`config.mk`:
```
export PLATFORM = sky130hd
export DESIGN_NAME = counter_priority_task_scheduler
export DESIGN_NICKNAME = d
export VERILOG_FILES = /design/src/design/cpts_pkg.sv /design/src/design/cpts_ram.sv /design/src/design/counter_priority_task_scheduler.sv
export VERILOG_INCLUDE_DIRS = /design/src /design/src/design
export SDC_FILE = /design/constraint.sdc
export NUM_CORES = 1
export LEC_CHECK = 0
export ABC_CLOCK_PERIOD_IN_PS = 5850
export BUFFER_PORTS_ARGS = -buffer_cell sky130_fd_sc_hd__buf_2
export CAP_MARGIN = 40
export CELL_PAD_IN_SITES_DETAIL_PLACEMENT = 0
export CELL_PAD_IN_SITES_GLOBAL_PLACEMENT = 1
export CORE_MARGIN = 1.5
export CORE_UTILIZATION = 32
export CTS_BUF_LIST = sky130_fd_sc_hd__clkbuf_8
export DETAILED_ROUTE_END_ITERATION = 7
export GPL_TIMING_DRIVEN = 0
export PLACE_DENSITY = 0.55
export SYNTH_ARGS = -nofsm -noshare
export SYNTH_HDL_FRONTEND = slang
export SYNTH_SLANG_ARGS = --single-unit
```
`constraint.sdc`:
```
create_clock -name clk_i -period 5.85 [get_ports clk_i]
set_input_delay 1.4625 -clock clk_i [delete_from_list [all_inputs] [get_ports clk_i]]
set_output_delay 1.4625 -clock clk_i [all_outputs]
set_load 0.1 [all_outputs]
```
`src/design/counter_priority_task_scheduler_assert.svh`:
```
// ---------------------------------------------------------------------------
// Assertion macros for the counter/priority task scheduler
// Concurrent checks on clk_i, disabled while rst_ni is low.
// ---------------------------------------------------------------------------
`ifndef COUNTER_PRIORITY_TASK_SCHEDULER_ASSERT_SVH
`define COUNTER_PRIORITY_TASK_SCHEDULER_ASSERT_SVH

`ifndef SYNTHESIS

// Same-cycle implication
`define CPTS_ASSERT_IMPL(lbl, ante, cons, msg) \
  lbl: assert property (@(posedge clk_i) disable iff (!rst_ni) (ante) |-> (cons)) \
    else $error(msg);

// Next-cycle implication
`define CPTS_ASSERT_NEXT(lbl, ante, cons, msg) \
  lbl: assert property (@(posedge clk_i) disable iff (!rst_ni) (ante) |=> (cons)) \
    else $error(msg);

`else

`define CPTS_ASSERT_IMPL(lbl, ante, cons, msg)
`define CPTS_ASSERT_NEXT(lbl, ante, cons, msg)

`endif

`endif

```
`src/design/cpts_pkg.sv`:
```
`timescale 1ns / 1ps
// ---------------------------------------------------------------------------
// cpts_pkg
// Shared types and constants of the counter/priority task scheduler.
// ---------------------------------------------------------------------------
package cpts_pkg;

  localparam int unsigned CNT_W     = 8;
  localparam int unsigned PRI_W     = 8;
  localparam int unsigned WORD_W    = CNT_W + PRI_W;
  localparam int unsigned TASK_ID_W = 6;
  localparam int unsigned STATUS_W  = 2;

  typedef enum logic [1:0] {
    MODE_SPAWN = 2'd0,
    MODE_FORK  = 2'd1,
    MODE_TICK  = 2'd2,
    MODE_SCHED = 2'd3
  } mode_e;

  localparam logic [STATUS_W-1:0] ST_OK   = 2'd0;
  localparam logic [STATUS_W-1:0] ST_FULL = 2'd1;
  localparam logic [STATUS_W-1:0] ST_NONE = 2'd2;

endpackage

```
`src/design/cpts_ram.sv`:
```
`timescale 1ns / 1ps
// ---------------------------------------------------------------------------
// cpts_ram
// Generic simple dual-port RAM: one write port, one read port with
// registered read data.
// ---------------------------------------------------------------------------
module cpts_ram #(
  parameter int unsigned WIDTH = 16,
  parameter int unsigned DEPTH = 16
) (
  input  logic                     clk_i,
  input  logic                     we_i,
  input  logic [$clog2(DEPTH)-1:0] waddr_i,
  input  logic [WIDTH-1:0]         wdata_i,
  input  logic [$clog2(DEPTH)-1:0] raddr_i,
  output logic [WIDTH-1:0]         rdata_o
);

  logic [WIDTH-1:0] mem_q [DEPTH];
  logic [WIDTH-1:0] rdata_q;

  // Write and registered read
  always_ff @(posedge clk_i) begin
    if (we_i) begin
      mem_q[waddr_i] <= wdata_i;
    end
    rdata_q <= mem_q[raddr_i];
  end

  assign rdata_o = rdata_q;

endmodule

```
`src/design/counter_priority_task_scheduler.sv`:
```
`timescale 1ns / 1ps
// One transaction at a time: the next is taken only after the prior result has moved
// into the output register, so a stalled output also holds off the next transaction.
// Reset: asynchronous, active low; used bits reset to slot 0 only. The slot RAM is
// not cleared: a slot is always written when it becomes used, before any read.
// ---------------------------------------------------------------------------
// counter_priority_task_scheduler
// Task table with spawn, fork, timer tick and counter/priority scheduling.
// ---------------------------------------------------------------------------
module counter_priority_task_scheduler
  import cpts_pkg::*;
#(
  parameter int unsigned TASK_SLOTS = 16
) (
  input  logic                 clk_i,
  input  logic                 rst_ni,
  input  logic                 in_valid_i,
  output logic                 in_ready_o,
  input  logic [1:0]           mode_i,
  input  logic [PRI_W-1:0]     new_priority_i,
  output logic                 out_valid_o,
  input  logic                 out_ready_i,
  output logic [TASK_ID_W-1:0] task_id_o,
  output logic [STATUS_W-1:0]  status_o,
  output logic                 switched_o
);

  localparam int unsigned IDX_W = $clog2(TASK_SLOTS);
  localparam logic [IDX_W-1:0] LAST_IDX = IDX_W'(TASK_SLOTS - 1);

  typedef enum logic [1:0] {
    S_IDLE,
    S_RMW,
    S_SCAN,
    S_FINISH
  } state_e;

  state_e                state_q;
  mode_e                 mode_q;
  logic [TASK_SLOTS-1:0] used_q;
  logic [IDX_W-1:0]      run_q;
  logic [IDX_W-1:0]      scan_idx_q;
  logic                  scan_on_q;
  logic                  rd_vld_q;
  logic [IDX_W-1:0]      rd_idx_q;
  logic                  reload_q;
  logic [IDX_W-1:0]      best_idx_q;
  logic [CNT_W-1:0]      best_cnt_q;
  logic [TASK_ID_W-1:0]  res_id_q;
  logic [STATUS_W-1:0]   res_status_q;
  logic                  res_sw_q;
  logic                  out_valid_q;
  logic [TASK_ID_W-1:0]  out_id_q;
  logic [STATUS_W-1:0]   out_status_q;
  logic                  out_sw_q;

  logic                  ram_we;
  logic [IDX_W-1:0]      ram_waddr;
  logic [WORD_W-1:0]     ram_wdata;
  logic [IDX_W-1:0]      ram_raddr;
  logic [WORD_W-1:0]     ram_rdata;

  logic                  in_fire;
  logic                  free_found;
  logic [IDX_W-1:0]      free_idx;
  logic [WORD_W-1:0]     cur_word;
  logic [CNT_W-1:0]      cur_cnt;
  logic [PRI_W-1:0]      cur_pri;
  logic                  rd_used;
  logic [CNT_W-1:0]      scan_cnt;
  logic                  take;
  logic [IDX_W-1:0]      best_idx_d;
  logic [CNT_W-1:0]      best_cnt_d;
  logic                  pass_end;

  assign in_ready_o = (state_q == S_IDLE);
  assign in_fire    = in_valid_i && in_ready_o;

  // Find the lowest free slot above the idle slot
  always_comb begin
    free_found = 1'b0;
    free_idx   = '0;
    for (int i = TASK_SLOTS - 1; i >= 1; i--) begin
      if (!used_q[i]) begin
        free_found = 1'b1;
        free_idx   = IDX_W'(i);
      end
    end
  end

  // Entry of the running task; the idle slot is never written and reads zero
  assign cur_word = (run_q != '0) ? ram_rdata : '0;
  assign cur_cnt  = cur_word[CNT_W-1:0];
  assign cur_pri  = cur_word[WORD_W-1:CNT_W];

  // Scan compare: reload pass sees the priority as the new counter
  assign rd_used    = used_q[rd_idx_q];
  assign scan_cnt   = reload_q ? ram_rdata[WORD_W-1:CNT_W] : ram_rdata[CNT_W-1:0];
  assign take       = rd_vld_q && rd_used && (scan_cnt > best_cnt_q);
  assign best_idx_d = take ? rd_idx_q : best_idx_q;
  assign best_cnt_d = take ? scan_cnt : best_cnt_q;
  assign pass_end   = rd_vld_q && (rd_idx_q == LAST_IDX);

  // Drive the slot RAM ports
  always_comb begin
    ram_we    = 1'b0;
    ram_waddr = free_idx;
    ram_wdata = cur_word;
    ram_raddr = (state_q == S_SCAN) ? scan_idx_q : run_q;
    case (state_q)
      S_IDLE: begin
        if (in_fire && mode_e'(mode_i) == MODE_SPAWN) begin
          ram_we    = free_found;
          ram_wdata = {new_priority_i, CNT_W'(0)};
        end
      end
      S_RMW: begin
        if (mode_q == MODE_FORK) begin
          ram_we = free_found;
        end else begin
          ram_we    = (run_q != '0) && (cur_cnt != '0);
          ram_waddr = run_q;
          ram_wdata = {cur_pri, cur_cnt - CNT_W'(1)};
        end
      end
      S_SCAN: begin
        ram_we    = reload_q && rd_vld_q && rd_used;
        ram_waddr = rd_idx_q;
        ram_wdata = {ram_rdata[WORD_W-1:CNT_W], ram_rdata[WORD_W-1:CNT_W]};
      end
      default: begin
        ram_we = 1'b0;
      end
    endcase
  end

  cpts_ram #(
    .WIDTH (WORD_W),
    .DEPTH (TASK_SLOTS)
  ) u_slot_ram (
    .clk_i   (clk_i),
    .we_i    (ram_we),
    .waddr_i (ram_waddr),
    .wdata_i (ram_wdata),
    .raddr_i (ram_raddr),
    .rdata_o (ram_rdata)
  );

  // Sequencer, task table bookkeeping and output register
  always_ff @(posedge clk_i or negedge rst_ni) begin
    if (!rst_ni) begin
      state_q      <= S_IDLE;
      mode_q       <= MODE_SPAWN;
      used_q       <= TASK_SLOTS'(1);
      run_q        <= '0;
      scan_idx_q   <= '0;
      scan_on_q    <= 1'b0;
      rd_vld_q     <= 1'b0;
      rd_idx_q     <= '0;
      reload_q     <= 1'b0;
      best_idx_q   <= '0;
      best_cnt_q   <= '0;
      res_id_q     <= '0;
      res_status_q <= ST_OK;
      res_sw_q     <= 1'b0;
      out_valid_q  <= 1'b0;
      out_id_q     <= '0;
      out_status_q <= ST_OK;
      out_sw_q     <= 1'b0;
    end else begin
      // Drop the output once taken
      if (out_valid_q && out_ready_i) begin
        out_valid_q <= 1'b0;
      end

      case (state_q)
        S_IDLE: begin
          if (in_fire) begin
            mode_q   <= mode_e'(mode_i);
            res_sw_q <= 1'b0;
            case (mode_e'(mode_i))
              MODE_SPAWN: begin
                if (free_found) begin
                  used_q[free_idx] <= 1'b1;
                  res_id_q         <= TASK_ID_W'(free_idx);
                  res_status_q     <= ST_OK;
                end else begin
                  res_id_q     <= TASK_ID_W'(run_q);
                  res_status_q <= ST_FULL;
                end
                state_q <= S_FINISH;
              end
              MODE_FORK, MODE_TICK: begin
                state_q <= S_RMW;
              end
              MODE_SCHED: begin
                scan_idx_q <= IDX_W'(1);
                scan_on_q  <= 1'b1;
                rd_vld_q   <= 1'b0;
                reload_q   <= 1'b0;
                best_idx_q <= '0;
                best_cnt_q <= '0;
                state_q    <= S_SCAN;
              end
              default: begin
                state_q <= S_IDLE;
              end
            endcase
          end
        end

        S_RMW: begin
          if (mode_q == MODE_FORK && free_found) begin
            used_q[free_idx] <= 1'b1;
            res_id_q         <= TASK_ID_W'(free_idx);
            res_status_q     <= ST_OK;
          end else begin
            res_id_q     <= TASK_ID_W'(run_q);
            res_status_q <= (mode_q == MODE_FORK) ? ST_FULL : ST_OK;
          end
          state_q <= S_FINISH;
        end

        S_SCAN: begin
          // Advance the read pointer, one slot per cycle
          rd_vld_q <= scan_on_q;
          rd_idx_q <= scan_idx_q;
          if (scan_on_q) begin
            if (scan_idx_q == LAST_IDX) begin
              scan_on_q <= 1'b0;
            end else begin
              scan_idx_q <= scan_idx_q + IDX_W'(1);
            end
          end
          best_idx_q <= best_idx_d;
          best_cnt_q <= best_cnt_d;

          if (pass_end) begin
            if (!reload_q && best_idx_d == '0) begin
              // Every counter ran out: reload from priorities and pick again
              reload_q   <= 1'b1;
              scan_idx_q <= IDX_W'(1);
              scan_on_q  <= 1'b1;
              rd_vld_q   <= 1'b0;
              best_idx_q <= '0;
              best_cnt_q <= '0;
            end else begin
              if (best_idx_d == '0) begin
                res_id_q     <= TASK_ID_W'(run_q);
                res_status_q <= ST_NONE;
                res_sw_q     <= 1'b0;
              end else begin
                res_id_q     <= TASK_ID_W'(best_idx_d);
                res_status_q <= ST_OK;
                res_sw_q     <= (best_idx_d != run_q);
                run_q        <= best_idx_d;
              end
              state_q <= S_FINISH;
            end
          end
        end

        S_FINISH: begin
          // Hold the result until the output register is free
          if (!out_valid_q || out_ready_i) begin
            out_valid_q  <= 1'b1;
            out_id_q     <= res_id_q;
            out_status_q <= res_status_q;
            out_sw_q     <= res_sw_q;
            state_q      <= S_IDLE;
          end
        end

        default: begin
          state_q <= S_IDLE;
        end
      endcase
    end
  end

  assign out_valid_o = out_valid_q;
  assign task_id_o   = out_id_q;
  assign status_o    = out_status_q;
  assign switched_o  = out_sw_q;

`include "counter_priority_task_scheduler_assert.svh"

  `CPTS_ASSERT_IMPL(a_idle_slot_used, 1'b1, used_q[0], "idle slot lost its used bit")
  `CPTS_ASSERT_IMPL(a_running_used, 1'b1, used_q[run_q], "running task is not a used slot")
  `CPTS_ASSERT_NEXT(a_busy_after_accept, in_fire, state_q != S_IDLE, "accepted transaction was not started")
  `CPTS_ASSERT_IMPL(a_scan_write_in_reload, ram_we && state_q == S_SCAN, reload_q, "slot RAM written during a plain scan pass")

endmodule
```
### Word-level counts from Yosys, hierarchy flattened

Memory sizes are Yosys's and may differ from the RTL's. A register that Yosys moved wholly into a read port is not among the register bits.
Cells that the tools add are included.

| operators by class | value |
|---|---|
| eq/ne operators | 19 |
| add/subtract/negate cells | 2 |
| reduce and logical (&&, ||, !) cells | 33 |
| bitwise logic cells | 3 |
| order comparisons | 4 |
| multiplexer cells | 117 |

Operators by type and width:

| kind | count |
|---|---|
| $mux W4 | 31 |
| $mux W16 | 6 |
| $mux W8 | 7 |
| $pmux W16 S3 | 1 |
| $mux W1 | 43 |
| $pmux W16 S2 | 1 |
| $mux W6 | 4 |
| $pmux W4 S2 | 3 |
| $mux W2 | 9 |
| $pmux W6 S3 | 1 |
| $or A16 B16 Y16 | 1 |
| $pmux W8 S2 | 1 |
| $reduce_and A5 Y1 | 3 |
| $logic_and A1 B1 Y1 | 12 |
| $pmux W2 S3 | 2 |
| $reduce_and A4 Y1 | 3 |
| $lt A4 B5 Y1 const B | 2 |
| $ne A2 B1 Y1 const B | 5 |
| $eq A2 B2 Y1 const B | 4 |
| $eq A4 B4 Y1 const B | 2 |
| $gt A8 B8 Y1 | 1 |
| $ne A2 B2 Y1 const B | 4 |
| $pmux W1 S2 | 4 |
| $pmux W2 S4 | 1 |
| 20 further kinds | 27 |

| storage, ports and cells | value |
|---|---|
| register bits after elaboration | 66 |
| output and inout port bits | 11 |
| memories kept | 1 |
| bits of input ports | 14 |
| word-level logic and storage cells | 197 |
| memory bits (writable) | 256 |

Memory list:

| name | depth | bits a word | rd ports | clocked after Yosys merged registers in | write ports | RTL line | RTL |
|---|---|---|---|---|---|---|---|
| u_slot_ram.mem_q | 16 | 16 | 1 | 1 | 1 | cpts_ram.sv:19 | `logic [WIDTH-1:0] mem_q [DEPTH];` |

### Logic depth before layout (Yosys ltp)

Gate-level depths: netlist of the first run.

| depth | value |
|---|---|
| depth in word-level cells | 24 |
| mapped depth | 12 |
| depth with buffers taken out | 10 |

### Hierarchy

A second synthesis of the first run with hierarchy kept.

| second synthesis, totals | value |
|---|---|
| cells, all modules | 929 |
| area, all modules | 14412.6 µm² |

By module, submodules not included:

| module | times used | cells an instance | area each (µm²) | seq. area each (µm²) |
|---|---|---|---|---|
| cpts_ram | 1 | 432 | 10043.4 | 8007.7 |
| counter_priority_task_scheduler | 1 | 497 | 4369.2 | 1552.7 |

### Worst setup path before layout of the first run

OpenSTA, ideal clock, no wires.

| timing path | value |
|---|---|
| path kind | input -> register |
| from | input mode_i[0] |
| to | memory u_slot_ram.mem_q[12][0], enable pin |
| stages | 9 |
| setup time | 0.388 ns |
| data arrival time | 3.427 ns |
| required time | 5.462 ns |
| buffers on the path | 1 |
| slack | 2.034 ns |
| cell sequence | inv_1 ha_1 and3_1 clkbuf_1 nand2b_1 nand2_1 a31oi_1 nand3_1 nor2_1 |

| between the ends | value |
|---|---|
| word-level cells in the longest chain between the ends | 6 |

RTL lines:

| item | RTL line | RTL |
|---|---|---|
| from (decl) | counter_priority_task_scheduler.sv:19 | `input logic [1:0] mode_i,` |
| $logic_not A2 Y1 | counter_priority_task_scheduler.sv:112 | `if (in_fire && mode_e'(mode_i) == MODE_SPAWN) begin` |
| $logic_and A1 B1 Y1 | counter_priority_task_scheduler.sv:112 |  |
| $mux W1 | counter_priority_task_scheduler.sv:112 |  |
| $pmux W1 S3 | counter_priority_task_scheduler.sv:110 | `case (state_q)` |
| $mux W1 | cpts_ram.sv:24 | `if (we_i) begin` |
| $mux W1 (implied by the code) | cpts_ram.sv:25 | `mem_q[waddr_i] <= wdata_i;` |
| to (decl) | cpts_ram.sv:19 |  |

No other way between the ends.

### Worst setup path in the final report of the first run

| timing path | value |
|---|---|
| from | register reload_q |
| to | register res_sw_q |

| between the ends | value |
|---|---|
| word-level cells in the longest chain between the ends | 9 |
| elaborated cells on any way between the ends | 14 |
| classes of those cells | order compare: 1; eq/ne: 2; mux: 6; reduce/logical: 5 |

RTL lines:

| item | RTL line | RTL |
|---|---|---|
| from (decl) | counter_priority_task_scheduler.sv:46 | `logic reload_q;` |
| from (signal assigned) | counter_priority_task_scheduler.sv:160 | `reload_q <= 1'b0;` |
| from (signal assigned) | counter_priority_task_scheduler.sv:200 | `reload_q <= 1'b0;` |
| from (signal assigned) | counter_priority_task_scheduler.sv:241 | `reload_q <= 1'b1;` |
| $mux W8 | counter_priority_task_scheduler.sv:98 | `assign scan_cnt = reload_q ? ram_rdata[WORD_W-1:CNT_W] : ram_rdata[CNT_W-1:0];` |
| $gt A8 B8 Y1 | counter_priority_task_scheduler.sv:99 | `assign take = rd_vld_q && rd_used && (scan_cnt > best_cnt_q);` |
| $logic_and A1 B1 Y1 | counter_priority_task_scheduler.sv:99 |  |
| $mux W4 | counter_priority_task_scheduler.sv:100 | `assign best_idx_d = take ? rd_idx_q : best_idx_q;` |
| $ne A4 B4 Y1 or $logic_not A4 Y1 (tied branches) | counter_priority_task_scheduler.sv:255, counter_priority_task_scheduler.sv:239, counter_priority_task_scheduler.sv:248 |  |
| $mux W1 | counter_priority_task_scheduler.sv:248 | `if (best_idx_d == '0) begin` |
| $mux W1 | counter_priority_task_scheduler.sv:239 | `if (!reload_q && best_idx_d == '0) begin` |
| $mux W1 | counter_priority_task_scheduler.sv:238 | `if (pass_end) begin` |
| $pmux W1 S2 | counter_priority_task_scheduler.sv:176 | `case (state_q)` |
| to (signal assigned) | counter_priority_task_scheduler.sv:255 | `res_sw_q <= (best_idx_d != run_q);` |
| to (decl) | counter_priority_task_scheduler.sv:51 | `logic res_sw_q;` |

Parallel ways exist; a longest one is shown, timed or not. The select of a mux whose other input is x is not followed.
A chain may end at the register's enable or synchronous reset.

==> results of run 1 <==
## registers in the layout, summed over array words and instances (netlist names)
signal / cells
best_cnt_q: 8
best_idx_q: 4
mode_q: 2
out_valid_o: 1
rd_idx_q: 4
rd_vld_q: 1
reload_q: 1
res_id_q: 4
res_status_q: 2
res_sw_q: 1
run_q: 4
scan_idx_q: 4
scan_on_q: 1
state_q: 2
status_o: 2
switched_o: 1
task_id_o: 4
u_slot_ram.mem_q: 256
u_slot_ram.rdata_o: 16
used_q: 16
## kinds of logic (layout without fill, tap and decap cells)
kind of cell | count (synthesis) | count (layout) | synth area share
buf+inv | 79 | 238 | 0.0256
simple gates | 221 | 221 | 0.0703
fa+ha+maj | 19 | 19 | 0.0165
flops | 334 | 334 | 0.663
compound gates | 202 | 202 | 0.0958
other cells | 1 | 2 | 0.000260
mux | 101 | 101 | 0.129
## synth_stat cells, types with 19 or more instances
library cell    n  area (sq um)
clkbuf_1       24          90.1
mux4_2         64          1440
a21oi_1        28           140
nand3_1        19          95.1
ha_1           19           238
inv_1          28           105
nand2_1       102           383
dfrtp_1        61          1530
o21ai_0        30           150
nor2_1         41           154
a211oi_1       19           143
edfxtp_1      256          7690
a31oi_1        21           131
a22oi_1        23           173
## stage by stage
stage,utilization,total power [mW]
5_1_grt,0.379,4.63
6_report,0.379,4.46
3_3_place_gp,0.345,2.60
4_1_cts,0.379,4.53
2_1_floorplan,-,2.58
3_5_place_dp,0.356,2.60
## critical path, delay by kind of cell, from the launching register on
family / cells / cell delay [ns]
flip-flops: 1 / 0.39
multiplexers: 2 / 0.65
buffers and inverters: 2 / 0.68
AO/OA/AOI/OAI: 5 / 1.43
adder cells (fa/ha/maj): 1 / 0.30
AND/OR/NAND/NOR: 2 / 0.28
## power groups by stage
stage          Sequential (mW)  Combinational (mW)  Clock [mW]
3_5_place_dp              2.57              0.0275           0
3_3_place_gp              2.57              0.0248           0
6_report                  2.53              0.0267        1.90
4_1_cts                   2.52              0.0275        1.98
5_1_grt                   2.52              0.0297        2.08
2_1_floorplan             2.57             0.00812           0
## worst max path at each step
stage                               endpoint  slack, ns
floorplan            u_slot_ram.mem_q[12][0]       2.03
global placement     u_slot_ram.mem_q[2][12]       0.64
detailed placement  u_slot_ram.mem_q[11][10]       1.39
CTS                 u_slot_ram.mem_q[11][14]       2.01
global route        u_slot_ram.mem_q[11][13]       1.67
finish                              res_sw_q       2.01
## routing by layer
layer | vias to the layer above | wire, microns
met5 | - | 0
met4 | 0 | 993
met3 | 77 | 2160
met2 | 237 | 17900
met1 | 4503 | 18000
li1 | 3991 | -
## final cells by class
class,instances,area [sq um]
fill,4243,27500
buffer,51,264
clock buffer,56,771
tap,592,741
sequential,334,9560
inverter,28,105
clock inverter,46,239
timing repair buffer,57,592
multi-input combinational,545,4540
==> summary.md, run 1 <==
| Metric | Value |
|---|---|
| Detailed router's first-iteration violation count | `675` |
| CTS Hold Bufs | `0` |
| Setup crit end kind | `flip-flop` |
| Met1 Track Usage GR | `0.242` |
| Setup slack, reg-to-reg | `2.01 ns` |
| Max incr delay on CP | `0.49 ns` |
| Chip height | `~220 microns` |
| P_int | `3.47 mW` |
| Antenna violations before repair | `0` |
| Lkg Pwr | `5.08 nW` |
| Async SR Flop Fraction | `0.186` |
| R2r startpoint | `reload_q` |
| Max Cap Violations | `0` |
| Clock Pin Slew Worst Setup and Hold Paths | `about 0.060 ns` |
| Setup tns final | `0 ns` |
| Global route hottest layer | `met2` |
| Final WL | `slightly below 40 mm` |
| Worst relative slew slack | `0.389` |
| Min setup slack post-route | `2.01 ns` |
| Detail Placement HPWL | `approximately 28 mm` |
| Largest net degree at the start of global routing | `48` |
| Full die area | `0.0464 sq mm` |
| Hold WS | `between 0.4 and 0.5 ns` |
| # H-tree levels | `2` |
| Non-Filler Cell Area, Final | `0.0168 sq mm` |
| Hold path depth | `1` |
| Seq/Total Area, Yosys | `0.663` |
| Outcome | `complete, no violations` |
| NumNets Final | `1,106` |
| # IOs | `25` |
| Area after DPL | `0.0158 sq mm` |
| Worst slack, placed | `approximately 1.4 ns` |
| CP cell instances | `buf_1, mux2_2, ha_1, nor2b_1, o211ai_1, a211oi_1, o2bb2ai_2, buf_6, mux2i_1, a222oi_1, nand3_1, a32o_1` |
| Antenna diode count | `0` |
| Crit path max fanout | `10` |
| PwrDens | `between 200 and 300 mW/mm^2` |
| Final Cycle Share | `0.656` |
| Post-Layout Cell Count | `around 1,700` |
| Post-Syn Area | `0.0144 sq mm` |
| GR Util met3 | `0.0320` |
| M2 GR Usage | `0.270` |
| Gr usage total | `0.173` |
| Tmin final | `roughly 3.8 ns` |
| CTS root buf | `clkbuf_8` |
| Num Clock Sinks | `334` |
| Post_cts resized | `0` |
| CP startpoint kind | `flip-flop` |
| CTS tree | `built` |
| Predominant post-synthesis flop cell | `edfxtp_1` |
| Clock power share | `0.427` |
| Gate power share | `0.006` |
| Hold path endpoint | `used_q[0]` |
| Crit Path Category | `flip-flop to flip-flop` |
| FP Rows | `77` |
| DIE WIDTH | `roughly 220 microns` |
| Seq cells post-synth | `around 330` |
| RSZ-0062 raised after global routing | `false` |
| First-pass GRT wire length | `a little under 60 mm` |
| Max VDD drop | `0.311 mV` |
| CP max stage cell | `buf_1` |
| Sequential share of power | `0.567` |
| Synth unique cells | `66` |
| Vias per inst | `~5` |
| Core area | `~0.044 sq mm` |
| EDFF count, synth | `256` |
| Switching Fraction | `0.220` |
| Setup Buffers After CTS | `0` |
| FF-to-FF End | `res_sw_q` |
| Critical Path RT | `6.38 ns` |
| Vias in the first global route | `about 9,200` |
| Buffers on Ports | `22` |
| Initial Utilization | `0.325` |
| P&R area growth vs syn | `16.6%` |
| Routed via count | `about 8,800` |
| RD Place Congestion | `between 0.8 and 0.9` |
| Post-route ant nets | `0` |
| Ratio of cells with drive above 1 in the final layout | `0.234` |
| Placed Instances | `1,606` |
| Most frequent cells in the layout | `256 x edfxtp_1, 102 x nand2_1, 64 x mux4_2` |
| Worst Path Arrival | `4.37 ns` |
| Worst min-delay path class | `flip-flop to flip-flop` |
| Max Freq | `~260 MHz` |
| Grt ovf | `0` |
| Fin. Hold Viols | `0` |
| Routed WL per cell | `approximately 23 microns` |
| Worst Tran Pin Value | `0.916 ns` |
| Gate Count Post-Synth | `957` |
| Switching power | `0.982 mW` |
| Worst hold start | `used_q[0]` |
| Final Setup Violations | `0` |
| Worst setup path startpoint | `reload_q` |
| Number of detailed-route iterations in the first pass | `5` |
| Clock skew | `just over 0.02 ns` |
| YS warnings | `0` |
| Worst-case reg-to-reg path depth | `12` |
| Commonest non-fill, non-tap cell in the layout | `edfxtp_1` |
| CTS Buffer Depth | `3` |
| Final max-slew violation count | `0` |
| Worst-skew pair later-pin latency | `0.65 ns` |
| Num CTS Buffers | `56` |
| DRC | `0` |
| Synthesized area per cell | `15.1 sq um` |
Note: power is estimated with default switching activity, not from simulation.
==> run 2, diff against run 1 <==
Settings changed: ABC_AREA set to 1, ABC_CLOCK_PERIOD_IN_PS 5850 to 3800, PLACE_DENSITY 0.55 to 0.58.
Clock period 5.85 ns to 3.8 ns, I/O delays scaled along.
==> run 2 against run 1 <==
Fmax rose by 4.6%. Core utilization is essentially flat. Highest routed layer unchanged. Global-route usage grew 3.0 points. Die area up 5.2%. The flow now finishes with violations (design-rule violations). Sequential share of layout area fell by 2.8 points. Worst setup slack got worse by 1.9 ns. Via count is 30% higher.
==> summary.md, run 2 <==
| Metric | Value |
|---|---|
| Max VDD drop | `0.271 mV (-13%)` |
| # H-tree levels | `2 (unchanged)` |
| Number of detailed-route iterations in the first pass | `8 (+3)` |
| FF-to-FF End | `u_slot_ram.mem_q[1][11]` |
| Post-route ant nets | `0 (unchanged)` |
| Post-Syn Area | `0.0152 sq mm (+5.3%)` |
| Setup crit end kind | `flip-flop` |
| M2 GR Usage | `0.339 (+0.0685)` |
| Seq cells post-synth | `334 (unchanged)` |
| Initial Utilization | `0.325 (about the same)` |
| Setup tns final | `0 ns (unchanged)` |
| Fin util | `0.379 (about the same)` |
| Critical Path RT | `4.18 ns (-2.20 ns)` |
| DIE WIDTH | `221 microns (+2.6%)` |
| Gate power share | `0.379 (+0.373)` |
| Tmin final | `3.67 ns (-0.170 ns)` |
| Antenna diode count | `0 (unchanged)` |
| Chip height | `221 microns (+2.6%)` |
| Core area | `0.0467 sq mm (+5.3%)` |
| Final WL | `49.1 mm (+26%)` |
| Gr usage total | `0.203 (+0.0302)` |
| Buffers on Ports | `22 (unchanged)` |
| First-pass GRT wire length | `73.8 mm (+24%)` |
| P_int | `7.59 mW (+120%)` |
| Worst-skew pair later-pin latency | `0.68 ns (+0.03 ns)` |
| YS warnings | `0 (unchanged)` |
| Predominant post-synthesis flop cell | `edfxtp_1` |
| Seq/Total Area, Yosys | `0.630 (-0.0332)` |
| Max Cap Violations | `0 (unchanged)` |
| Worst relative slew slack | `0.381 (-0.00816)` |
| GR Util met3 | `0.0339 (+0.00187)` |
| Synth top area cells | `edfxtp_1 51%, dfrtp_1 10%, nand2_1 6.7%` |
| CTS Hold Bufs | `0 (unchanged)` |
| CTS Buffer Depth | `3 (unchanged)` |
| Worst Path Arrival | `4.04 ns (-0.33 ns)` |
| Sequential share of power | `0.376 (-0.191)` |
| # IOs | `25 (unchanged)` |
| Detailed router's first-iteration violation count | `928 (+37%)` |
| Worst Tran Pin Value | `0.928 ns (+0.0122 ns)` |
| Met1 Track Usage GR | `0.267 (+0.0249)` |
| CP cell instances | `inv_1, ha_1, inv_1, nor2_1, inv_1, o2111ai_1, nand4_1, nor2_2, buf_8` |
| Vias in the first global route | `11,300 (+23%)` |
| Total Power | `13.0 mW (+190%)` |
| Detail Placement HPWL | `35.1 mm (+27%)` |
| Setup slack, reg-to-reg | `0.13 ns (-1.88 ns)` |
| Cell family with most CP delay | `simple AND/OR/NAND/NOR gates` |
| Switching Fraction | `0.415 (+0.195)` |
| Crit path max fanout | `9 (-1)` |
| Routed WL per cell | `21.7 microns (-5.2%)` |
| Count leader, synth | `nand2_1` |
| Full die area | `0.0488 sq mm (+5.2%)` |
| Final Setup Violations | `0 (unchanged)` |
| Num CTS Buffers | `57 (+1.8%)` |
| Synthesized area per cell | `10.1 sq um (-33%)` |
| Grt ovf | `0 (unchanged)` |
| Commonest non-fill, non-tap cell in the layout | `nand2_1` |
| Gate Count Post-Synth | `1,502 (+57%)` |
| Switching power | `5.38 mW (+450%)` |
| Worst path bufs/invs | `4 (+2)` |
| Antenna violations before repair | `2 (+2)` |
| Top-area cell type share of the netlist area | `0.506 (-0.0267)` |
| Post-synth top area cell | `edfxtp_1` |
| EDFF count, synth | `256 (unchanged)` |
| Clock Pin Slew Worst Setup and Hold Paths | `0.07 ns (about the same)` |
| FP Rows | `79 (+2.6%)` |
| DRC | `5 (+5)` |
| Num Clock Sinks | `334 (unchanged)` |
| Max incr delay on CP | `0.73 ns (+0.24 ns)` |
| NumNets Final | `1,650 (+49%)` |
| CTS tree | `built` |
| Vias per inst | `5.05 (-2.0%)` |
| Async SR Flop Fraction | `0.186 (unchanged)` |
| RD Place Congestion | `0.876 (+8.3%)` |
| Global route hottest layer | `met2` |
| Reg with most FFs | `u_slot_ram.mem_q` |
| Clock power share | `0.246 (-0.181)` |
| Routed via count | `11,500 (+30%)` |
| CP startpoint kind | `flip-flop` |
| Ratio of cells with drive above 1 in the final layout | `0.117 (-0.117)` |
| Lkg Pwr | `7.06 nW (+39%)` |
| Largest register FFs | `256 (unchanged)` |
| P&R area growth vs syn | `16.6% (about the same)` |
| Max Freq | `273 MHz (+4.6%)` |
| Final max-slew violation count | `0 (unchanged)` |
| CP max stage cell | `nor2_2` |
| Largest net degree at the start of global routing | `43 (-10%)` |
| Final Cycle Share | `0.966 (+0.309)` |
| Worst min-delay path class | `input port to asynchronous set/reset pin` |
| Crit path top cell by count | `inv_1` |
| Setup Buffers After CTS | `0 (unchanged)` |
| Post-synth top cells | `270 x nand2_1, 256 x edfxtp_1, 225 x inv_1, 144 x nand3_1, 130 x o21ai_0` |
| R2r startpoint | `state_q[1]` |
| Failing checks | `design-rule violations` |
| Outcome | `finished with violations` |
| CTS root buf | `clkbuf_8` |
| RSZ-0062 raised after global routing | `true` |
| Fin. Hold Viols | `0 (unchanged)` |
| Clock skew | `0.0537 ns (+0.0329 ns)` |
| Synth unique cells | `47 (-29%)` |
| Most frequent cells in the layout | `270 x nand2_1, 256 x edfxtp_1, 248 x inv_1` |
| Crit Path Category | `flip-flop to flip-flop` |
| Worst-case reg-to-reg path depth | `9 (-3)` |
| PwrDens | `733 mW/mm^2 (+180%)` |
[run 2: changes by cell type after synthesis, sizes merged, moves of 57 or more]
cell / previous run / this run
nand3: 20 / 149
inv: 28 / 228
o21ai: 43 / 135
mux4: 64 / 0
a21oi: 28 / 85
o211ai: 4 / 67
nand2: 102 / 279
[run 2: cell type report]
cell class / instances / area, sq um
flip-flops and latches: 334 / 9560
clock buffers: 70 / 963
plain buffers: 69 / 288
repair buffers: 55 / 567
clock inverters: 33 / 148
fillers: 4641 / 29000
multi-input cells: 872 / 4560
inverters: 228 / 856
well taps: 607 / 759
[run 2: through the flow]
| step | area, sq um | std cells | setup slack (ns) | hold slack, ns |
|---|---|---|---|---|
| detailed placement | 16600 | 2165 | 0.134 | 0.440 |
| floorplan | 15200 | 1503 | 0.163 | 0.428 |
| finish | 17700 | 2268 | 0.131 | 0.161 |
| global route | 17700 | 2268 | -0.104 | 0.163 |
| CTS | 17700 | 2268 | 0.221 | 0.119 |
| global placement | 16100 | 2132 | -1.22 | 0.435 |
[run 2: how the worst max path moves through the flow]
stage	startpoint	endpoint	slack [ns]	depth (start not counted)
floorplan	state_q[0]	u_slot_ram.mem_q[3][0]	0.16	8
global placement	mode_i[1]	u_slot_ram.mem_q[5][5]	-1.22	9
detailed placement	mode_i[1]	u_slot_ram.mem_q[1][13]	0.13	11
CTS	state_q[1]	u_slot_ram.mem_q[1][11]	0.22	9
global route	state_q[1]	u_slot_ram.mem_q[1][11]	-0.10	9
finish	state_q[1]	u_slot_ram.mem_q[1][11]	0.13	9
[run 2: cell families after synthesis]
kind of cell               synth area share
and+or+nand+nor                       0.151
AOI/OAI and AO/OA                     0.123
adders and majority gates            0.0157
buffers and inverters                0.0753
DFF                                   0.630
muxes                               0.00519
other                              0.000247
[run 2: per-layer routing]
metal / vias up / share of wire
li1: 5404 / -
met4: 0 / 0.029
met5: - / 0
met2: 330 / 0.48
met3: 81 / 0.056
met1: 5638 / 0.44
[run 2: what timing repair did]
item / in CTS / in global routing
setup endpoints to repair: 0 / 40
hold endpoints to repair: 0 / 0
resized for setup: 0 / 1
[run 2: worst register-to-register path, stage by stage, from the launching register on]
cell and delay (ns):
dfrtp_1 0.42, inv_1 0.12, ha_1 0.36, inv_1 0.23, nor2_1 0.25, inv_1 0.14, o2111ai_1 0.49, nand4_1 0.43
nor2_2 0.73, buf_8 0.24
[run 2: power groups by stage]
stage	Sequential, mW	Clock, mW	Combinational [mW]
floorplan	5.14	0	2.79
global placement	4.99	0	4.67
detailed placement	4.95	0	4.92
CTS	4.87	3.27	4.94
global route	4.90	3.42	5.41
finish	4.88	3.19	4.91
